`config.mk`:
```
export PLATFORM = sky130hd
export DESIGN_NAME = imhpq_ctrl
export DESIGN_NICKNAME = d
export VERILOG_FILES = /design/src/imhpq_pkg.sv /design/src/imhpq_ctrl.sv
export SDC_FILE = /design/constraint.sdc
export NUM_CORES = 1
export LEC_CHECK = 0
export BUFFER_PORTS_ARGS = -buffer_cell sky130_fd_sc_hd__buf_4
export CAP_MARGIN = 0
export CORE_ASPECT_RATIO = 0.8
export CORE_MARGIN = 8
export CORE_UTILIZATION = 50
export DETAILED_ROUTE_END_ITERATION = 8
export MAX_ROUTING_LAYER = met4
export PLACE_DENSITY_LB_ADDON = 0.15
export SETUP_SLACK_MARGIN = 0.4
export SLEW_MARGIN = 20
export SYNTH_ARGS = -nofsm -noshare
export SYNTH_HDL_FRONTEND = slang
export SYNTH_SLANG_ARGS = --single-unit
export TNS_END_PERCENT = 5
```
`constraint.sdc`:
```
create_clock -name clk -period 2.7 [get_ports clk]
set_clock_uncertainty 0.1 [all_clocks]
set_input_delay 0.54 -clock clk [delete_from_list [all_inputs] [get_ports clk]]
set_output_delay 0.54 -clock clk [all_outputs]
set_load 0.02 [all_outputs]
```
`src/imhpq_pkg.sv`:
```
// imhpq_pkg: shared types, constants and command/status structs for the indexed min-heap
// used by the top level, controller and datapath of the heap block; depends on nothing
package imhpq_pkg;

  localparam int HEAP_DEPTH = 256;
  localparam int KEY_SPACE  = 256;
  localparam int SW = $clog2(HEAP_DEPTH + 1);
  localparam int KW = 8;
  localparam int VW = 32;
  localparam int CW = 9;
  localparam int KAW = $clog2(KEY_SPACE);

  localparam logic [1:0] KIND_INSERT = 2'd0;
  localparam logic [1:0] KIND_POP    = 2'd1;
  localparam logic [1:0] KIND_UPDATE = 2'd2;
  localparam logic [1:0] KIND_UNUSED = 2'd3;

  localparam logic [2:0] ST_OK      = 3'd0;
  localparam logic [2:0] ST_FULL    = 3'd1;
  localparam logic [2:0] ST_EMPTY   = 3'd2;
  localparam logic [2:0] ST_ABSENT  = 3'd3;
  localparam logic [2:0] ST_PRESENT = 3'd4;

  typedef struct packed {
    logic [1:0]        kind;
    logic [KW-1:0]     node_key;
    logic signed [VW-1:0] priority_value;
  } req_t;

  typedef struct packed {
    logic [2:0]        status;
    logic [KW-1:0]     out_key;
    logic signed [VW-1:0] out_value;
    logic [CW-1:0]     entry_count;
    logic              is_empty;
  } rsp_t;

  // datapath operation codes
  typedef enum logic [3:0] {
    OP_NONE, OP_LATCH, OP_DECIDE, OP_INS_WR, OP_POP_RD, OP_POP_WR, OP_UPD_RD, OP_UPD_WR,
    OP_RD_CUR, OP_RD_PAR, OP_RD_KIDS, OP_SWAP, OP_RESP, OP_ROOT_WR
  } op_t;

  typedef struct packed {
    op_t  op;
  } cmd_t;

  typedef struct packed {
    logic go_insert;
    logic go_pop;
    logic go_update;
    logic up_ok;
    logic down_ok;
    logic need_move;
    logic move_up;
  } sts_t;

endpackage

```
`src/imhpq_ctrl.sv`:
```
// imhpq_ctrl: sequencing state machine for insert, pop and update with sift loops
// depends on imhpq_pkg
module imhpq_ctrl (
  input  logic             clk,
  input  logic             rst_n,
  input  logic             in_valid,
  output logic             in_stall,
  output logic             out_valid,
  input  logic             out_stall,
  input  imhpq_pkg::sts_t  sts,
  output imhpq_pkg::cmd_t  cmd
);
  import imhpq_pkg::*;

  typedef enum logic [15:0] {
    S_IDLE  = 16'h0001, S_DEC   = 16'h0002, S_INS   = 16'h0004, S_POPR  = 16'h0008,
    S_POPA  = 16'h0010, S_POPB  = 16'h0020, S_ROOT  = 16'h0040, S_UPDR  = 16'h0080,
    S_UPDA  = 16'h0100, S_UPDW  = 16'h0200, S_PARR  = 16'h0400, S_PARA  = 16'h0800,
    S_UPCHK = 16'h1000, S_KIDS  = 16'h2000, S_SWAP  = 16'h4000, S_OUT   = 16'h8000
  } state_t;

  state_t state_r, state_nxt;
  logic   up_r, up_nxt;
  logic [1:0] ph_r, ph_nxt;

  assign in_stall = (state_r != S_IDLE) || out_valid;

  always_comb begin
    state_nxt = state_r; up_nxt = up_r; ph_nxt = ph_r;
    cmd.op = OP_NONE;
    case (state_r)
      S_IDLE: if (in_valid && !out_valid) begin
        cmd.op = OP_LATCH; state_nxt = S_DEC;
      end
      S_DEC: begin
        cmd.op = OP_DECIDE;
        if (sts.go_insert) state_nxt = S_INS;
        else if (sts.go_pop) state_nxt = S_POPR;
        else if (sts.go_update) state_nxt = S_UPDR;
        else state_nxt = S_OUT;
      end
      S_INS: begin
        cmd.op = OP_INS_WR; up_nxt = 1'b1; state_nxt = S_PARR;
      end
      S_POPR: begin cmd.op = OP_POP_RD; state_nxt = S_POPA; end
      S_POPA: begin cmd.op = OP_POP_WR; state_nxt = S_POPB; end
      S_POPB: begin cmd.op = OP_POP_WR; state_nxt = S_ROOT; end
      S_ROOT: begin
        // last entry moves into the root slot
        cmd.op = OP_ROOT_WR; up_nxt = 1'b0; state_nxt = S_KIDS; ph_nxt = 2'd0;
      end
      S_UPDR: begin cmd.op = OP_UPD_RD; state_nxt = S_UPDA; end
      S_UPDA: begin cmd.op = OP_UPD_RD; state_nxt = S_UPDW; end
      S_UPDW: begin
        cmd.op = OP_UPD_WR;
        up_nxt = sts.move_up;
        state_nxt = !sts.need_move ? S_OUT : (sts.move_up ? S_PARR : S_KIDS);
      end
      S_PARR: begin cmd.op = OP_RD_PAR; state_nxt = S_PARA; end
      S_PARA: begin cmd.op = OP_RD_PAR; state_nxt = S_UPCHK; end
      S_UPCHK: state_nxt = sts.up_ok ? S_SWAP : S_OUT;
      S_KIDS: begin
        cmd.op = OP_RD_KIDS;
        ph_nxt = ph_r + 2'd1;
        if (ph_r == 2'd2) begin
          ph_nxt = 2'd0; state_nxt = S_UPCHK;
          if (!up_r) state_nxt = S_SWAP;
        end
      end
      S_SWAP: begin
        if (!up_r && ph_r == 2'd0 && !sts.down_ok) begin
          state_nxt = S_OUT;
        end else begin
          cmd.op = OP_SWAP;
          ph_nxt = ph_r + 2'd1;
          if (ph_r == 2'd1) begin
            ph_nxt = 2'd0;
            state_nxt = up_r ? S_PARR : S_KIDS;
          end
        end
      end
      S_OUT: begin
        cmd.op = OP_RESP;
        if (!out_stall || !out_valid) state_nxt = S_IDLE;
      end
      default: state_nxt = S_IDLE;
    endcase
  end

  logic ov_r;
  assign out_valid = ov_r;

  always_ff @(posedge clk) begin
    if (!rst_n) begin
      state_r <= S_IDLE; up_r <= 1'b0; ph_r <= '0; ov_r <= 1'b0;
    end else begin
      state_r <= state_nxt; up_r <= up_nxt; ph_r <= ph_nxt;
      if (state_r == S_OUT) ov_r <= 1'b1;
      else if (!out_stall) ov_r <= 1'b0;
    end
  end

  a_one_hot: assert property (@(posedge clk) disable iff (!rst_n) $onehot(state_r))
    else $error("state not one-hot");
  a_no_accept_busy: assert property (@(posedge clk) disable iff (!rst_n)
    (state_r != S_IDLE) |-> in_stall) else $error("accept while busy");
  a_out_after_resp: assert property (@(posedge clk) disable iff (!rst_n)
    (state_r == S_OUT) |=> out_valid) else $error("result not shown");

endmodule
```
==> summary.txt <==
Worst setup path
  • Worst Path Max Fanout: 6
  • Req. time, crit path: ~2100 ps
  • CP startpoint: up_r$_SDFFE_PN0P_
  • Critical Path Source Type: flop
  • Worst r2r src: state_r[1]$_SDFFE_PN0P_
  • CP Capture Type: primary output
  • CP Class: reg -> out
  • Arr. time, crit path: between 2000 and 2500 ps

Detailed routing
  • DRT Pass-1 Iters: 4
  • Vias: between 1000 and 1500
  • Routed vias/inst: between 6 and 7
  • WL final: 4.154 mm
  • Avg WL per Cell: about 18 microns
  • Routed Antenna Nets: 0
  • DRC: 0
  • Initial drt markers: between 50 and 60

STA
  • Final period util: 107.3%
  • Setup TNS: -557.9 ps
  • Final Critical Period: 2897 ps
  • Fmax achieved: 0.3452 GHz
  • Setup violators final: 5
  • Relative slew margins: 71.80%
  • Max-slew violation count: 0
  • Worst Setup Slack, final: -197.1 ps
  • Unrepaired setup endpoints after global routing: true
  • Measured slew at the worst slew-check pin: ~420 ps
  • Final Hold Viols: 0

Yosys
  • Number of library cell types mapped by synthesis: 45
  • Synth top area share: ~31%
  • Syn Nets: between 150 and 200
  • Cells after synthesis: roughly 150
  • Sequential area share after synthesis: between 30% and 40%
  • Post-Syn Area: approximately 0.0013 sq mm
  • Mapped Avg Cell Area: about 8.4 sq um
  • Post-synth EDFFs: 0
  • Yosys Warn Count: 0
  • Share of flip-flops with an asynchronous set or reset: 0%
  • Top post-synthesis cells by area: dfxtp_1 31%, nor3_1 3.9%, nand4_1 3.4%
  • Synth area leader: dfxtp_1
  • Ys flop type: dfxtp_1
  • Seq cells post-synth: 20

GRT
  • Global route overflow: 0
  • Met3 Resource Use GR: about 5.4%
  • Gr busiest metal: met2
  • GRT Util Overall: between 10% and 20%
  • Initial antenna violation count: 0
  • Met1 usage: 23.11%
  • First-pass GRT wire length: 6.458 mm
  • Largest net degree at the start of global routing: 12
  • Vias in the first global route: roughly 1400
  • Grt met2 use: 31.30%

Power and ir drop
  • Power per cell area: 701.2 mW/mm^2
  • Pleak: 0.7072 nW
  • Peak VDD IR: 0.0004955 V

Cells and area
  • Ant. Diodes: 0
  • Area of the multi-input gates: 967.2 sq um
  • Number of fill cells in the layout: roughly 200
  • Fraction of layout cells with a size suffix above 1: ~41%
  • Reg area: approximately 420 sq um
  • Nets: slightly above 200
  • Post-route cell area: 0.001797 sq mm
  • Fin cells: roughly 230
  • Finished Core Util: around three quarters
  • Synthesis-to-layout area growth: 40.10%

CTS
  • CTS Hold Bufs: 0
  • Clock-pin slew of the registers on the worst-case setup and hold paths: approximately 120 ps
  • CTS root buf: clkbuf_4
  • Max Root-Sink Buffers: 2
  • H-tree depth: 1
  • Worst skew pair latency: just over 300 ps
  • CTS tree: done
  • Num Clock Sinks: 20
  • TritonCTS Buffers: 3

Placement
  • IO buf count: 16
  • GPL Wtd Cong: 0.9802
  • Placement Cell Area: 0.001567 sq mm
  • Pre-CTS setup slack: a little under 70 ps
  • Placed Cells: 216
  • Final HPWL DP: about 3.0 mm

Floorplanning
  • Chip height: between 60 and 70 microns
  • # rows: 16
  • Die X: 72.63 microns
  • Initial core utilization: roughly 53%
  • Core footprint: approximately 0.0024 sq mm
  • Die area: 0.004452 sq mm
  • IO Pins: 17

Run status
  • Violated checks: setup timing
  • Status: complete, but fails checks

Run
  • Max Cap Violations: 0

Worst hold path
  • Hold Path Class: in -> reg
  • HP Start: sts[5]
-- what timing repair did --
item,4_1_cts,5_1_grt
endpoints found under the hold margin,0,0
setup buffers,5,3
endpoints found under the setup margin,17,14
pin swaps,7,12
gates resized for setup,21,9
-- placed cells by master (no fill, tap or decap), types with 3 or more instances in the layout --
| cell type | n |
|---|---|
| or4_1 | 3 |
| buf_6 | 3 |
| nand4_1 | 7 |
| nor2_1 | 9 |
| dfxtp_1 | 14 |
| or2_2 | 3 |
| a21oi_1 | 7 |
| o21ai_0 | 3 |
| xor2_1 | 3 |
| dfxtp_4 | 4 |
| nand2b_1 | 4 |
| nor4_1 | 3 |
| o211ai_1 | 3 |
| inv_1 | 7 |
| buf_4 | 36 |
| nand2_1 | 9 |
| nor3_1 | 10 |
| clkbuf_4 | 3 |
| nor4_4 | 6 |
| or4_4 | 4 |
| nand3_1 | 5 |
| nand4b_1 | 3 |
-- Yosys cell counts (all sizes together) (3+ instances only) --
| library cell | count |
|---|---|
| a21oi | 8 |
| clkbuf | 3 |
| dfxtp | 20 |
| inv | 7 |
| nand2 | 9 |
| nand2b | 5 |
| nand3 | 7 |
| nand4 | 7 |
| nand4b | 3 |
| nor2 | 9 |
| nor3 | 10 |
| nor4 | 10 |
| nor4b | 4 |
| o211ai | 3 |
| o21ai | 3 |
| or2 | 3 |
| or4 | 7 |
| or4b | 5 |
| xor2 | 3 |
-- flip-flops by register name (all words and copies together) (netlist names) --
signal / flops
state_r: 16
ph_r: 2
up_r: 1
out_valid: 1
-- where the power goes --
part           switching [mW]  internal [mW]  leakage, nW
combinational           0.368          0.344        0.521
sequential             0.0452          0.323        0.165
clock                  0.0978         0.0825       0.0210
total                   0.511          0.749        0.707
-- path summary, 6_finish.rpt --
path | to | slack, ps | depth (start not counted)
max | cmd[0] | -200 | 6
min | state_r[7]$_SDFFE_PN0P_ | 300 | 2
max reg2reg | state_r[13]$_SDFFE_PN0P_ | 300 | 6
min reg2reg | ph_r[1]$_SDFFE_PN0P_ | 410 | 2
-- metal layers --
layer | up-vias | wire (microns) | share of wire (%)
li1 | 693 | - | -
met1 | 672 | 1804 | 43
met2 | 58 | 2009 | 48
met3 | 4 | 316 | 7.6
met4 | 0 | 23 | 0.55
met5 | - | 0 | 0
-- critical path: stages (launching register included) --
cell	delay, ps
dfxtp_1	380
or4_1	590
nand2_1	160
nor2_1	80
nor3_1	380
o2111ai_2	200
buf_6	170
-- logic make-up after synthesis --
group | synth area share [%]
compound gates | 16.78
xor+xnor | 2.732
buf+inv | 3.805
flops | 31.22
simple gates | 45.46
-- per-stage QoR --
step | hold WS (ps) | power [mW]
CTS | 293.7 | 1.196
finish | 300.4 | 1.260
global route | 286.9 | 1.319
detailed placement | 396.4 | 0.9467
global placement | 393.0 | 0.9320
floorplan | 367.6 | 0.7127
-- cell type report --
class	count	area share, %
clock buffers	4	2.020
well taps	36	2.507
multi-input cells	122	53.83
inverters	7	1.462
repair buffers	39	16.92
flip-flops and latches	20	23.26
Power figures use the tool's default switching activity.
